### src/rtl/core/tbzcd_pkg.sv
package tbzcd_pkg;

  typedef struct packed {
    logic signed [15:0] left_pcm;
    logic signed [15:0] right_pcm;
    logic               chunk_end;
  } in_t;

  typedef struct packed {
    logic        result_kind;
    logic [15:0] frequency_hz;
    logic [6:0]  char_code;
    logic        stored;
  } out_t;

  typedef struct packed {
    logic accept;
    logic mul_load;
    logic div_iter;
    logic code_load;
    logic out_msg;
    logic out_est;
  } cmd_t;

  typedef struct packed {
    logic msg_end;
    logic est_req;
    logic div_last;
  } sts_t;

  localparam int CFG_IDX_W  = 3;
  localparam int CFG_DATA_W = 17;

  localparam logic [CFG_IDX_W-1:0] CFG_START_RUN = 3'd0;
  localparam logic [CFG_IDX_W-1:0] CFG_AMP_THR   = 3'd1;
  localparam logic [CFG_IDX_W-1:0] CFG_QUIET_RUN = 3'd2;
  localparam logic [CFG_IDX_W-1:0] CFG_RATE      = 3'd3;
  localparam logic [CFG_IDX_W-1:0] CFG_STEP      = 3'd4;

  localparam logic [12:0] START_RUN_RST = 13'd40;
  localparam logic [14:0] AMP_THR_RST   = 15'd1000;
  localparam logic [10:0] QUIET_RUN_RST = 11'd10;
  localparam logic [16:0] RATE_RST      = 17'd48000;
  localparam logic [9:0]  STEP_RST      = 10'd150;

  localparam logic [12:0] START_RUN_MAX    = 13'd8191;
  localparam logic [10:0] QUIET_RUN_MAX    = 11'd2047;
  localparam logic [12:0] MAX_CHUNK_FRAMES = 13'd4096;
  localparam logic [5:0]  MAX_CODES        = 6'd50;

  localparam logic [6:0]  UNKNOWN_CODE = 7'd63;
  localparam logic [15:0] CODE_LOW     = 16'd32;
  localparam logic [15:0] CODE_HIGH    = 16'd126;

  localparam int DIV_W = 30;
  localparam logic [4:0] DIV_LAST_CNT  = 5'd29;
  localparam logic [4:0] CODE_START_CNT = 5'd14;

  localparam logic RK_FREQ = 1'b0;
  localparam logic RK_MSG  = 1'b1;

endpackage

### src/rtl/core/tbzcd_ctrl.sv
module tbzcd_ctrl (
  input  logic           clk,
  input  logic           rst_n,
  input  logic           in_valid,
  output logic           in_stall,
  output logic           out_valid,
  input  logic           out_stall,
  input  tbzcd_pkg::sts_t sts,
  output tbzcd_pkg::cmd_t cmd
);

  typedef enum logic [2:0] {
    S_IDLE,
    S_MSG,
    S_MUL,
    S_DIVF,
    S_CODE,
    S_DIVC,
    S_EST
  } state_t;

  state_t state_r, state_nxt;
  logic   out_valid_r;
  logic   out_free;

  assign out_free  = !out_valid_r || !out_stall;
  assign in_stall  = (state_r != S_IDLE);
  assign out_valid = out_valid_r;

  always_comb begin
    cmd       = '0;
    state_nxt = state_r;
    case (state_r)
      S_IDLE: begin
        cmd.accept = in_valid;
        if (in_valid) begin
          if (sts.msg_end) begin
            state_nxt = S_MSG;
          end else if (sts.est_req) begin
            state_nxt = S_MUL;
          end
        end
      end
      S_MSG: begin
        if (out_free) begin
          cmd.out_msg = 1'b1;
          state_nxt   = S_IDLE;
        end
      end
      S_MUL: begin
        cmd.mul_load = 1'b1;
        state_nxt    = S_DIVF;
      end
      S_DIVF: begin
        cmd.div_iter = 1'b1;
        if (sts.div_last) begin
          state_nxt = S_CODE;
        end
      end
      S_CODE: begin
        cmd.code_load = 1'b1;
        state_nxt     = S_DIVC;
      end
      S_DIVC: begin
        cmd.div_iter = 1'b1;
        if (sts.div_last) begin
          state_nxt = S_EST;
        end
      end
      S_EST: begin
        if (out_free) begin
          cmd.out_est = 1'b1;
          state_nxt   = S_IDLE;
        end
      end
      default: begin
        state_nxt = S_IDLE;
      end
    endcase
  end

  always_ff @(posedge clk) begin
    if (!rst_n) begin
      state_r     <= S_IDLE;
      out_valid_r <= 1'b0;
    end else begin
      state_r <= state_nxt;
      if (cmd.out_msg || cmd.out_est) begin
        out_valid_r <= 1'b1;
      end else if (!out_stall) begin
        out_valid_r <= 1'b0;
      end
    end
  end

endmodule

### src/rtl/core/tbzcd_dp.sv
module tbzcd_dp (
  input  logic                                 clk,
  input  logic                                 rst_n,
  input  logic                                 cfg_we,
  input  logic [tbzcd_pkg::CFG_IDX_W-1:0]      cfg_index,
  input  logic [tbzcd_pkg::CFG_DATA_W-1:0]     cfg_wdata,
  input  tbzcd_pkg::in_t                       in_data,
  output tbzcd_pkg::out_t                      out_data,
  input  tbzcd_pkg::cmd_t                      cmd,
  output tbzcd_pkg::sts_t                      sts
);

  logic [12:0] start_len_r;
  logic [14:0] amp_thr_r;
  logic [10:0] quiet_len_r;
  logic [16:0] rate_r;
  logic [9:0]  step_r;

  logic        armed_r, armed_nxt;
  logic        in_burst_r, in_burst_nxt;
  logic [12:0] start_run_r, start_run_nxt;
  logic [15:0] prior_r, prior_nxt;
  logic [10:0] quiet_run_r, quiet_run_nxt;
  logic [12:0] cross_r, cross_nxt;
  logic [12:0] samples_r, samples_nxt;
  logic [5:0]  stored_cnt_r;

  logic [12:0] op_cross_r;
  logic [12:0] op_samples_r;

  logic [tbzcd_pkg::DIV_W-1:0] quo_r;
  logic [13:0] rem_r;
  logic [13:0] dvsr_r;
  logic [4:0]  cnt_r;
  logic [15:0] freq_r;
  logic [15:0] div_diff;
  logic [15:0] freq_sat;
  logic [15:0] code_q;
  logic [6:0]  code_val;

  tbzcd_pkg::out_t out_r;

  logic signed [15:0] left_s;
  logic signed [15:0] right_s;
  logic [16:0] left_ext;
  logic [16:0] mag;
  logic        loud;
  logic [12:0] sr_tmp;
  logic [10:0] q_tmp;
  logic        msg_end;

  function automatic logic [12:0] chunk_up(input logic [12:0] c);
    chunk_up = (c < tbzcd_pkg::MAX_CHUNK_FRAMES) ? c + 13'd1 : c;
  endfunction

  assign left_s   = in_data.left_pcm;
  assign right_s  = in_data.right_pcm;
  assign left_ext = {left_s[15], left_s};
  assign mag      = left_s[15] ? (17'd0 - left_ext) : left_ext;
  assign loud     = mag > {2'b00, amp_thr_r};

  always_comb begin
    armed_nxt     = armed_r;
    in_burst_nxt  = in_burst_r;
    start_run_nxt = start_run_r;
    prior_nxt     = prior_r;
    quiet_run_nxt = quiet_run_r;
    cross_nxt     = cross_r;
    samples_nxt   = samples_r;
    msg_end       = 1'b0;
    sr_tmp        = '0;
    q_tmp         = '0;
    if (armed_r) begin
      if (left_s > right_s) begin
        sr_tmp = (start_run_r < tbzcd_pkg::START_RUN_MAX) ? start_run_r + 13'd1 : start_run_r;
      end
      start_run_nxt = sr_tmp;
      if (sr_tmp >= start_len_r) begin
        armed_nxt = 1'b0;
      end
    end else if (!in_burst_r) begin
      if (loud) begin
        in_burst_nxt = 1'b1;
        samples_nxt  = chunk_up(samples_r);
        prior_nxt    = left_s;
      end
    end else begin
      samples_nxt = chunk_up(samples_r);
      if (prior_r[15] != left_s[15]) begin
        cross_nxt = chunk_up(cross_r);
      end
      prior_nxt = left_s;
      if (!loud) begin
        q_tmp = (quiet_run_r < tbzcd_pkg::QUIET_RUN_MAX) ? quiet_run_r + 11'd1 : quiet_run_r;
        quiet_run_nxt = q_tmp;
        if (q_tmp >= quiet_len_r) begin
          in_burst_nxt  = 1'b0;
          quiet_run_nxt = '0;
          armed_nxt     = 1'b1;
          msg_end       = 1'b1;
        end
      end else begin
        quiet_run_nxt = '0;
      end
    end
  end

  assign sts.msg_end  = msg_end;
  assign sts.est_req  = in_data.chunk_end && in_burst_nxt && (samples_nxt != 13'd0);
  assign sts.div_last = (cnt_r == tbzcd_pkg::DIV_LAST_CNT);

  assign div_diff = {1'b0, rem_r, quo_r[tbzcd_pkg::DIV_W-1]} - {2'b00, dvsr_r};
  assign freq_sat = (|quo_r[tbzcd_pkg::DIV_W-1:16]) ? 16'hFFFF : quo_r[15:0];
  assign code_q   = quo_r[15:0];
  assign code_val = ((step_r != 10'd0) && (code_q >= tbzcd_pkg::CODE_LOW)
                     && (code_q <= tbzcd_pkg::CODE_HIGH)) ? code_q[6:0]
                                                           : tbzcd_pkg::UNKNOWN_CODE;

  always_ff @(posedge clk) begin
    if (!rst_n) begin
      start_len_r  <= tbzcd_pkg::START_RUN_RST;
      amp_thr_r    <= tbzcd_pkg::AMP_THR_RST;
      quiet_len_r  <= tbzcd_pkg::QUIET_RUN_RST;
      rate_r       <= tbzcd_pkg::RATE_RST;
      step_r       <= tbzcd_pkg::STEP_RST;
      armed_r      <= 1'b1;
      in_burst_r   <= 1'b0;
      start_run_r  <= '0;
      prior_r      <= '0;
      quiet_run_r  <= '0;
      cross_r      <= '0;
      samples_r    <= '0;
      stored_cnt_r <= '0;
    end else begin
      if (cfg_we) begin
        case (cfg_index)
          tbzcd_pkg::CFG_START_RUN: start_len_r <= cfg_wdata[12:0];
          tbzcd_pkg::CFG_AMP_THR:   amp_thr_r   <= cfg_wdata[14:0];
          tbzcd_pkg::CFG_QUIET_RUN: quiet_len_r <= cfg_wdata[10:0];
          tbzcd_pkg::CFG_RATE:      rate_r      <= cfg_wdata;
          tbzcd_pkg::CFG_STEP:      step_r      <= cfg_wdata[9:0];
          default: ;
        endcase
      end
      if (cmd.accept) begin
        armed_r     <= armed_nxt;
        in_burst_r  <= in_burst_nxt;
        prior_r     <= prior_nxt;
        quiet_run_r <= quiet_run_nxt;
        if (in_data.chunk_end) begin
          start_run_r <= '0;
          cross_r     <= '0;
          samples_r   <= '0;
        end else begin
          start_run_r <= start_run_nxt;
          cross_r     <= cross_nxt;
          samples_r   <= samples_nxt;
        end
      end
      if (cmd.out_est && (stored_cnt_r < tbzcd_pkg::MAX_CODES)) begin
        stored_cnt_r <= stored_cnt_r + 6'd1;
      end
    end
  end

  always_ff @(posedge clk) begin
    if (cmd.accept) begin
      op_cross_r   <= cross_nxt;
      op_samples_r <= samples_nxt;
    end
    if (cmd.mul_load) begin
      quo_r  <= {17'd0, op_cross_r} * {13'd0, rate_r};
      rem_r  <= '0;
      dvsr_r <= {op_samples_r, 1'b0};
      cnt_r  <= '0;
    end else if (cmd.code_load) begin
      freq_r <= freq_sat;
      quo_r  <= {freq_sat, 14'd0};
      rem_r  <= '0;
      dvsr_r <= {4'd0, step_r};
      cnt_r  <= tbzcd_pkg::CODE_START_CNT;
    end else if (cmd.div_iter) begin
      cnt_r <= cnt_r + 5'd1;
      if (!div_diff[15]) begin
        rem_r <= div_diff[13:0];
        quo_r <= {quo_r[tbzcd_pkg::DIV_W-2:0], 1'b1};
      end else begin
        rem_r <= {rem_r[12:0], quo_r[tbzcd_pkg::DIV_W-1]};
        quo_r <= {quo_r[tbzcd_pkg::DIV_W-2:0], 1'b0};
      end
    end
    if (cmd.out_msg) begin
      out_r.result_kind  <= tbzcd_pkg::RK_MSG;
      out_r.frequency_hz <= '0;
      out_r.char_code    <= '0;
      out_r.stored       <= 1'b0;
    end else if (cmd.out_est) begin
      out_r.result_kind  <= tbzcd_pkg::RK_FREQ;
      out_r.frequency_hz <= freq_r;
      out_r.char_code    <= code_val;
      out_r.stored       <= (stored_cnt_r < tbzcd_pkg::MAX_CODES);
    end
  end

  assign out_data = out_r;

endmodule

### src/rtl/core/tone_burst_zero_cross_decoder.sv
// Tone-burst zero-crossing decoder.
// Input channel in_valid/in_stall/in_data carries one stereo sample pair
// per beat with a chunk-end mark; a beat is taken when in_valid is high
// and in_stall is low. Result channel out_valid/out_stall/out_data carries
// message-end and per-chunk frequency/code results through an output
// register, so a result waiting on out_stall does not hold up input.
// Configuration: cfg_we, cfg_index, cfg_wdata write one register per edge;
// write only while the block is idle.
// Flow: a pair that gives no result leaves the block idle, ready to take
// another pair. A pair that closes a burst passes the message state, which
// registers its result. A chunk end inside a burst runs one multiply, a
// 30-step quotient for the frequency and 16 steps for the code on one
// shared one-bit-per-cycle divider; state S_EST then registers its result.
// in_stall stays high while that work runs, and while a new result waits
// for the output register to free up under out_stall.
// Reset (rst_n low at a clock edge) rearms the block, clears counters,
// restores default registers and drops out_valid.
module tone_burst_zero_cross_decoder (
  input  logic                             clk,
  input  logic                             rst_n,
  input  logic                             cfg_we,
  input  logic [tbzcd_pkg::CFG_IDX_W-1:0]  cfg_index,
  input  logic [tbzcd_pkg::CFG_DATA_W-1:0] cfg_wdata,
  input  logic                             in_valid,
  output logic                             in_stall,
  input  tbzcd_pkg::in_t                   in_data,
  output logic                             out_valid,
  input  logic                             out_stall,
  output tbzcd_pkg::out_t                  out_data
);

  tbzcd_pkg::cmd_t cmd;
  tbzcd_pkg::sts_t sts;

  tbzcd_ctrl u_ctrl (
    .clk       (clk),
    .rst_n     (rst_n),
    .in_valid  (in_valid),
    .in_stall  (in_stall),
    .out_valid (out_valid),
    .out_stall (out_stall),
    .sts       (sts),
    .cmd       (cmd)
  );

  tbzcd_dp u_dp (
    .clk       (clk),
    .rst_n     (rst_n),
    .cfg_we    (cfg_we),
    .cfg_index (cfg_index),
    .cfg_wdata (cfg_wdata),
    .in_data   (in_data),
    .out_data  (out_data),
    .cmd       (cmd),
    .sts       (sts)
  );

endmodule

### config.mk
export PLATFORM = sky130hd
export DESIGN_NAME = tone_burst_zero_cross_decoder
export DESIGN_NICKNAME = d
export VERILOG_FILES = /design/src/rtl/core/tbzcd_pkg.sv /design/src/rtl/core/tbzcd_ctrl.sv /design/src/rtl/core/tbzcd_dp.sv /design/src/rtl/core/tone_burst_zero_cross_decoder.sv
export SDC_FILE = /design/constraint.sdc
export NUM_CORES = 1
export LEC_CHECK = 0
export ABC_CLOCK_PERIOD_IN_PS = 20000
export BUFFER_PORTS_ARGS = -buffer_cell sky130_fd_sc_hd__buf_4
export CAP_MARGIN = 0
export CORE_UTILIZATION = 55
export DETAILED_ROUTE_END_ITERATION = 16
export PLACE_DENSITY = 0.72
export SYNTH_ARGS = -nofsm -noshare
export SYNTH_HDL_FRONTEND = slang
export SYNTH_SLANG_ARGS = --single-unit
### constraint.sdc
create_clock -name clk -period 20 [get_ports clk]
set_clock_uncertainty 0.05 [all_clocks]
set_input_delay 4 -clock clk [delete_from_list [all_inputs] [get_ports clk]]
set_output_delay 4 -clock clk [all_outputs]
set_load 0.01 [all_outputs]
==> results.md, run 1 <==
Worst setup path:
- The worst flop-to-flop path endpoint is u_dp.quo_r[28]$_DFFE_PP_.
- The critical-path maximum fanout is 16.
- The critical path class is input port to register.
- The type of origin of the critical path is an input port.
- Data on the critical path is required at its endpoint by 20440 ps.
- The worst register-to-register path begins at u_dp.op_cross_r[6]$_DFFE_PP_.
- Counting cells, the worst reg-to-reg path comes to 20.
- The worst setup slack for register-to-register paths is 13130 ps.
- At the worst endpoint, the arrival time is 8590 ps.
- The worst setup path is captured at a register.

Placement:
- The count of input and output buffers is 84.
- Detailed placement finished with a half-perimeter wire length of 35610 µm.
- The cell area after placement is 21110 µm².
- The routability congestion estimate from global placement is 0.8958.

Global route:
- In the global route stage, overall resource usage came out at 0.2530.
- The routing usage on met2 is 0.4112.
- For this run the aggregate overflow at the end of global routing stands at 0.
- The wire length of the first global-routing pass is 78350 µm.
- The via count of the first global-routing pass came to 15.70k.
- The global routing stage identified its most utilized layer as met2.
- The initial antenna violation count is 0.
- Entering global routing, the biggest net connects 81 pins.
- The global-route met3 utilization is 0.02940.
- The met1 usage in global routing is 0.3545.

Synth:
- The cell count after synthesis came out at 2292.
- A synthesized cell averages 8.817 µm².
- By area the synthesized netlist is led by sky130_fd_sc_hd__dfxtp_1 (17%), sky130_fd_sc_hd__fa_1 (16%), sky130_fd_sc_hd__edfxtp_1 (13%).
- In this run, synthesis produced a sequential element count of 259.
- The primary flip-flop cell chosen by synthesis mapping is sky130_fd_sc_hd__dfxtp_1.
- The area of the mapped netlist is 20210 µm².
- The number of nets handed over by synthesis was 2668.
- The netlist uses 76 different library cells.
- The Yosys step of the flow raised 0 warnings.
- Counting flops with an async set or reset pin after synthesis yields a share of 0.
- The commonest cells after synthesis are sky130_fd_sc_hd__nand2_1 (393), sky130_fd_sc_hd__inv_1 (289), sky130_fd_sc_hd__dfxtp_1 (174), sky130_fd_sc_hd__fa_1 (166), sky130_fd_sc_hd__ha_1 (152).
- In this run, synthesis inferred 85 flip-flops with an integrated enable.
- The synthesized design spends more area on one cell type than any other, namely sky130_fd_sc_hd__dfxtp_1.
- The cell with the most instances after synthesis is sky130_fd_sc_hd__nand2_1.
- The sequential element share of the synthesized area is 0.2987.
- The area share of the leading cell type in the synthesized netlist is 0.1724.

STA:
- Headroom to the max-slew limit came out at 0.3203.
- The aggregate negative setup slack is 0 ps.
- Setup repair after global routing left no endpoint under its margin.
- For the pin with the worst max-slew slack, the measured transition is 1018 ps.
- The number of failing hold endpoints at the final stage is 0.
- Of the available clock period, the critical path in the final layout requires 0.4075.
- For this run, the top clock speed supported by timing is 122.7 MHz.
- Subtracting the final worst setup slack from the clock period gives 8151 ps.
- The total count of max-transition violations in the final report was 0.
- Setup violations remaining at the end of the flow were counted as 0.

Detailed routing:
- The routed length per instance is 16.82 µm.
- The routed via count is 15.95k.
- The number of DRC markers in iteration 0 is 1081.
- The first detailed-routing pass took 5 iterations.
- The final routed wirelength across all metal layers is 46960 µm.
- The antenna violation net count after detailed routing is 0.
- In the routed layout, each cell is associated on average with a via count of 5.713.
- The total DRC errors in the routed layout is 0.

Power and ir drop:
- The switching component of the power is 0.4982 mW.
- The switching power as a share of total power is 0.3190.
- After layout, the design draws a total of 1.562 mW.
- Of the total power, combinational logic draws 0.287.
- The share of total power dissipated in sequential elements is 0.366.
- The internal power of the cells totals 1.064 mW.
- The clock share of power is 0.347.
- IR analysis of the VDD net gives a maximum drop of 65.26 µV.
- The total power per unit cell area is 70.74 nW/µm².
- The analysis attributes to cell leakage a power of 9.934 nW.

Clock tree:
- The count of instances resized after the clock tree is built is 0.
- The maximum count of clock buffers along a single path is 3.
- The total of hold buffers inserted after clock tree synthesis is 0.
- The total clock sinks is 259.
- The CTS tree is yes.
- After clock tree synthesis, the setup repair step added 0 buffers.
- The number of H-tree branching levels is 1.
- The cell chosen for the clock root is sky130_fd_sc_hd__clkbuf_16.
- The number of buffers created by CTS is 28.
- Clock-pin slew was measured on the worst setup and hold paths at 60 ps.
- The later pin in the worst-skew pair is clocked with a latency of 570 ps.

Layout:
- The final design area excluding fillers is 22080 µm².
- The area overhead of the layout relative to synthesis is 9.262%.
- Counting the fill cells in the layout gives 3018.
- The ratio of cells with drive above 1 in the final layout is 0.08065.
- The number of antenna repair diodes is 0.
- The final-stage net count is 2685.

Floorplanning:
- The die outline area is 37510 µm².
- After floorplanning, the core was sized to cover 35830 µm².
- The number of rows in the core area is 69.
- The top-level port count is 85.
- The die outline width is 193.7 µm.
- For this configuration, the core starts out at a cell density of 0.5640.
- The chip height is 193.7 µm.

Worst hold path:
- The number of cells traversed by the worst hold path is 2.
- The path class of the tightest hold or removal check is register to register.
- The worst-case hold path end point is u_dp.out_data[24]$_SDFFE_PP1P_.
- The startpoint identified for the worst hold timing path is u_dp.out_data[24]$_SDFFE_PP1P_.

Job:
- The reported max-cap violation count is 0.

Run status:
- The flow ran to the end, and the final reports show no timing, DRC or antenna violations.
power by group through the flow:
stage / clock [mW] / combinational, mW / sequential (mW)
after global routing: 0.571 / 0.506 / 0.573
after floorplan: 0 / 0.336 / 0.573
after global placement: 0 / 0.433 / 0.582
after CTS: 0.548 / 0.447 / 0.571
after detailed placement: 0 / 0.442 / 0.582
final: 0.542 / 0.449 / 0.571
registers in the layout, indices dropped and copies added, names as in the netlist, 3 cells and up:
| signal | count |
|---|---|
| u_dp.start_len_r | 13 |
| u_dp.rate_r | 17 |
| u_dp.quiet_len_r | 11 |
| u_dp.cross_r | 13 |
| u_dp.amp_thr_r | 15 |
| u_dp.quiet_run_r | 11 |
| u_dp.rem_r | 14 |
| u_dp.samples_r | 13 |
| u_dp.op_cross_r | 13 |
| u_dp.op_samples_r | 13 |
| u_dp.out_data | 25 |
| u_dp.freq_r | 16 |
| u_ctrl.state_r | 3 |
| u_dp.step_r | 10 |
| u_dp.cnt_r | 5 |
| u_dp.dvsr_r | 14 |
| u_dp.start_run_r | 13 |
| u_dp.stored_cnt_r | 6 |
| u_dp.quo_r | 30 |
metrics by stage:
stage	utilization	worst slack (ps)	instances	hold WS [ps]
after floorplan	-	12070	2292	381.0
after global placement	0.5892	11390	2740	386.2
after detailed placement	0.5892	11280	2740	391.5
after CTS	0.6163	11860	2792	401.0
after global routing	0.6163	11470	2792	422.6
final	0.6163	11850	2792	399.0
worst max-delay path, cell delays in order:
cell,delay [ps]
sky130_fd_sc_hd__buf_4,130
sky130_fd_sc_hd__or4_4,550
sky130_fd_sc_hd__or3_1,370
sky130_fd_sc_hd__o41ai_1,320
sky130_fd_sc_hd__xnor2_1,180
sky130_fd_sc_hd__ha_1,280
sky130_fd_sc_hd__and3_1,200
sky130_fd_sc_hd__a2111oi_0,450
sky130_fd_sc_hd__a21oi_1,220
sky130_fd_sc_hd__nor4b_4,570
sky130_fd_sc_hd__nor2_4,200
sky130_fd_sc_hd__a2111o_1,400
sky130_fd_sc_hd__a22oi_1,150
sky130_fd_sc_hd__nand4_1,140
sky130_fd_sc_hd__o21ai_1,210
sky130_fd_sc_hd__mux2i_1,200
cells in the final DEF (no fill, tap or decap), drive strengths merged, types with 7 or more instances in the layout:
master / n
nand4: 21
nor2: 118
nand3: 50
inv: 290
fa: 166
o21ai: 66
or3: 8
and4: 10
nand2: 393
and2: 95
xnor2: 53
clkinv: 11
a221o: 17
clkbuf: 35
nand2b: 18
a21oi: 128
o31ai: 8
nor2b: 13
a22oi: 24
or2: 20
ha: 152
a22o: 33
mux2i: 7
a211oi: 11
dfxtp: 174
o211ai: 15
a21o: 20
edfxtp: 85
o21a: 21
nor4: 12
xor2: 31
nor3: 22
a31oi: 12
and3: 21
buf: 96
how the worst max path moves through the flow:
stage	from	end	slack [ps]	depth (start not counted)
detailed placement	in_data[20]	u_ctrl.state_r[0]$_SDFFE_PN0P_	11280	16
global route	in_data[20]	u_ctrl.state_r[0]$_SDFFE_PN0P_	11470	16
CTS	in_data[20]	u_ctrl.state_r[0]$_SDFFE_PN0P_	11860	16
global placement	in_data[20]	u_ctrl.state_r[1]$_SDFFE_PN0P_	11390	16
floorplan	in_data[20]	u_ctrl.state_r[0]$_SDFFE_PN0P_	12070	15
finish	in_data[20]	u_ctrl.state_r[0]$_SDFFE_PN0P_	11850	16
layer usage:
layer / up-vias / share of wire
met2: 547 / 0.45
met5: - / 0
met4: 0 / 0.028
met3: 91 / 0.069
met1: 7653 / 0.45
li1: 7660 / -
area by class of cell:
type	count	area (µm²)	share of cell area
Clock buffer	35	757.0	0.03428
Clock inverter	17	214.0	0.009690
Inverter	290	1089	0.04930
Multi-Input combinational cell	1634	12690	0.5746
Sequential cell	259	6036	0.2734
Tap cell	461	576.8	0.02612
Timing Repair Buffer	96	720.7	0.03264
cell families (layout without fill, tap and decap cells):
| logic type | Yosys count | count (layout) | share of synthesized area |
|---|---|---|---|
| XOR/XNOR | 84 | 84 | 0.03641 |
| flip-flops | 259 | 259 | 0.2987 |
| AND/OR/NAND/NOR | 821 | 821 | 0.1937 |
| buffers and inverters | 399 | 438 | 0.07424 |
| AO/OA/AOI/OAI | 401 | 401 | 0.1332 |
| adder cells (fa/ha/maj) | 318 | 318 | 0.2586 |
| multiplexers | 10 | 10 | 0.005139 |
No activity file was read; power rests on OpenSTA's default activity.
==> run 2, diff against run 1 <==
- ABC_CLOCK_PERIOD_IN_PS: 20000 -> 7500
- clock period: 20 -> 7.5 ns (I/O delays scaled with it)
==> results.md, run 2 (same netlist as run 1, synthesis figures left out) <==
Global route:
- The largest net degree at the start of global routing was 48 (was 81).
- The via count of the first global-routing pass was 15.58k (was 15.70k).
- The total overflow reported by the global router is 0 (unchanged).
- The total track usage is 0.2517 (was 0.2530).
- The wire length of the first global-routing pass was 77870 µm (was 78350 µm).
- The initial antenna violation count was 0 (unchanged).

Detailed routing:
- The routed length per instance was 16.51 µm (was 16.82 µm).
- The antenna violation net count after detailed routing was 0 (unchanged).
- The iteration count of the initial detailed-routing pass is 5 (unchanged).
- The total DRC errors in the routed layout is 0 (unchanged).
- The final routed wirelength across all metal layers is 46140 µm (was 46960 µm).
- The number of DRC markers in iteration 0 is 981 (was 1081).
- The per-cell via count in the routed design came to 5.644 (was 5.713).
- The routed via count came to 15.77k (was 15.95k).

Placement:
- The routability congestion estimate from global placement came to 0.8630 (was 0.8958).
- The cell total after placement is 2741 (was 2740).
- The count of input and output buffers came to 84 (unchanged).
- The cell area after placement is 21120 µm² (was 21110 µm²).
- The final HPWL from detailed placement was 35850 µm (was 35610 µm).

Layout:
- The final-stage net count is 2687 (was 2685).
- The ratio of cells with drive above 1 in the final layout is 0.08101 (was 0.08065).
- The register with the most flip-flops was u_dp.quo_r (unchanged).
- The flip-flop count of the largest register after layout is 30 (unchanged).
- The area of combinational cells with multiple inputs is 12690 µm² (unchanged).
- The count of non-filler cells in the finished layout is 2794 (was 2792).
- The number of antenna repair diodes was 0 (unchanged).
- The most common cell after layout, fill and taps aside is sky130_fd_sc_hd__nand2_1 (unchanged).
- The number of fill cells is 3102 (was 3018).
- The register area came to 6036 µm² (unchanged).
- The final design area excluding fillers is 22050 µm² (was 22080 µm²).
- Leading cell types in the layout, fill and taps excluded: sky130_fd_sc_hd__nand2_1 (393), sky130_fd_sc_hd__inv_1 (288), sky130_fd_sc_hd__dfxtp_1 (174), sky130_fd_sc_hd__fa_1 (166), sky130_fd_sc_hd__ha_1 (152) (unchanged).
- The final core utilization came to 0.6153 (was 0.6163).
- The area overhead of the layout relative to synthesis is 9.095% (was 9.262%).

Floorplanning:
- The number of rows in the core area is 69 (unchanged).
- The core area came to 35830 µm² (unchanged).
- The initial cell density of the core was 0.5640 (unchanged).
- The chip height is 193.7 µm (unchanged).
- The die outline width is 193.7 µm (unchanged).
- The top-level port count is 85 (unchanged).
- The die outline area is 37510 µm² (unchanged).

Power and ir drop:
- The maximum ir drop on the vdd rail is 148.3 µV (was 65.26 µV).
- The total power per unit cell area is 188.1 nW/µm² (was 70.74 nW/µm²).
- The static leakage was 9.922 nW (was 9.934 nW).

STA:
- The worst-case headroom to the max-slew limit is 0.2915 (was 0.3203).
- The final cycle utilization of the critical path is 0.8999.
- The clock period minus worst slack is 6750 ps.
- Timing would allow up to 148.2 MHz.
- The total count of max-transition violations in the final report came to 0 (unchanged).
- The measured slew at the worst slew-check pin is 1059 ps (was 1018 ps).
- The final count of negative-setup-slack endpoints was 0 (unchanged).
- Setup repair after global routing missed its margin: no (unchanged).
- The aggregate negative setup slack is 0 ps (unchanged).
- The number of failing hold endpoints at the final stage came to 0 (unchanged).

Clock tree:
- The maximum count of clock buffers along a single path is 3 (unchanged).
- The total of hold buffers inserted after clock tree synthesis was 0 (unchanged).
- The number of buffers created by CTS is 29 (was 28).
- The count of instances resized after the clock tree is built is 0 (unchanged).
- The number of H-tree branching levels came to 1 (unchanged).
- The post-CTS repair timing setup buffer count came to 0 (unchanged).
- The clock transition at the register clock pins on the worst setup and hold paths after CTS is 60 ps (about the same).
- The later-pin clock latency in the skew report is 560 ps (was 570 ps).
- The CTS tree was yes (unchanged).
- The cell chosen for the clock root is sky130_fd_sc_hd__clkbuf_16 (unchanged).
- The total clock sinks is 259 (unchanged).

Worst setup path:
- The critical-path cell with the highest stage delay is sky130_fd_sc_hd__edfxtp_1 (was sky130_fd_sc_hd__nor4b_4).
- The worst setup slack for register-to-register paths is 750 ps (was 13130 ps).
- The kind of cell adding the most delay to the critical path is adder cells (was simple AND/OR/NAND/NOR gates).
- The type of origin of the critical path is a register (was input port).
- The worst flop-to-flop path startpoint is u_dp.op_cross_r[6]$_DFFE_PP_ (unchanged).
- The data required time of the worst path is 7730 ps (was 20440 ps).
- Among the stages of the critical path, the cell type that occurs most often is sky130_fd_sc_hd__fa_1.
- The critical-path maximum fanout is 17 (was 16).
- The worst flop-to-flop path endpoint is u_dp.quo_r[28]$_DFFE_PP_ (unchanged).
- The buffering stage count on the worst path with inverters included came to 3 (was 1).
- The critical path class is register to register (was input port to register).
- The highest cell delay on the worst timing path came to 740 ps (was 570 ps).
- Cell Chain, Critical Path: nand2_1, fa_1, fa_1, fa_1, inv_1, fa_1, inv_1, fa_1, inv_1, ha_1, a21o_1, a221o_1, a221o_1, a211oi_2, o31ai_1, o31ai_2, a21boi_1, o41ai_2, nor4b_1, a211o_1 (was buf_4, or4_4, or3_1, o41ai_1, xnor2_1, ha_1, and3_1, a2111oi_0, a21oi_1, nor4b_4, nor2_4, a2111o_1, a22oi_1, nand4_1, o21ai_1, mux2i_1).
- The arrival time of the worst setup path is 6980 ps (was 8590 ps).
- The cell depth of the worst flop-to-flop path came to 20 (unchanged).
- The category of the worst setup path capture point is a register (unchanged).

Worst hold path:
- The class of the tightest hold or removal check was register to register (unchanged).
- The worst-case hold path end point is u_dp.amp_thr_r[14]$_SDFFE_PN0P_ (was u_dp.out_data[24]$_SDFFE_PP1P_).
- The startpoint of the worst hold path is u_dp.amp_thr_r[14]$_SDFFE_PN0P_ (was u_dp.out_data[24]$_SDFFE_PP1P_).
- The number of cells traversed by the worst hold path was 2 (unchanged).

Job:
- The reported max-cap violation count was 0 (unchanged).

Run status:
- Run status: complete, no violations (unchanged).
==> run 2: changes by cell type in the layout (fill, tap and decap cells not counted) <==
cell,delta
sky130_fd_sc_hd__buf_4,+1
sky130_fd_sc_hd__bufinv_16,-2
sky130_fd_sc_hd__clkbuf_1,+2
sky130_fd_sc_hd__clkbuf_16,+1
sky130_fd_sc_hd__clkinv_1,-1
sky130_fd_sc_hd__clkinv_16,-1
sky130_fd_sc_hd__inv_6,+1
sky130_fd_sc_hd__inv_8,+1
==> run 2: how the worst max path moves through the flow <==
| stage | from | end | depth (start not counted) |
|---|---|---|---|
| floorplan | u_dp.op_cross_r[3]$_DFFE_PP_ | u_dp.quo_r[28]$_DFFE_PP_ | 22 |
| global placement | u_dp.op_cross_r[6]$_DFFE_PP_ | u_dp.quo_r[28]$_DFFE_PP_ | 20 |
| detailed placement | u_dp.op_cross_r[6]$_DFFE_PP_ | u_dp.quo_r[28]$_DFFE_PP_ | 20 |
| CTS | u_dp.op_cross_r[6]$_DFFE_PP_ | u_dp.quo_r[28]$_DFFE_PP_ | 20 |
| global route | u_dp.op_cross_r[5]$_DFFE_PP_ | u_dp.quo_r[28]$_DFFE_PP_ | 20 |
| finish | u_dp.op_cross_r[6]$_DFFE_PP_ | u_dp.quo_r[28]$_DFFE_PP_ | 20 |
==> run 2: power breakdown <==
group,switching (mW),internal [mW]
Sequential,0.0441,1.47
Clock,0.573,0.811
Combinational,0.726,0.519
Total,1.34,2.80
==> run 2: metrics by stage <==
stage                     total power [mW]  worst slack [ps]  hold WS, ps
after CTS                            4.161             754.7        406.1
final                                4.148             750.5        403.6
after floorplan                      2.424              1089        381.0
after global placement               2.736             872.9        383.7
after detailed placement             2.770             778.8        398.0
after global routing                 4.391             417.2        425.6
==> run 2: worst register-to-register path: cells and delay by family, from the launching register on <==
family	cells	cell delay (ps)
AOI/OAI and AO/OA	9	2310
adders and majority gates	6	2950
buffers and inverters	3	160
DFF	1	740
and+or+nand+nor	2	270
==> run 2: area by class of cell <==
class                      count  area share
clock inverter                15    0.006356
clock buffer                  38     0.03581
sequential                   259      0.2738
inverter                     290     0.04938
timing repair buffer          97     0.03303
multi-input combinational   1634      0.5755
tap                          461     0.02616
==> run 2: layer usage <==
layer,global-route usage,vias to the layer above,wire length [µm],part of all wire
li1,-,7664,-,-
met5,0,-,0,0
met1,0.3549,7530,21150,0.46
met4,0.07348,0,1236,0.027
met3,0.04018,74,3191,0.069
met2,0.4001,500,20570,0.45
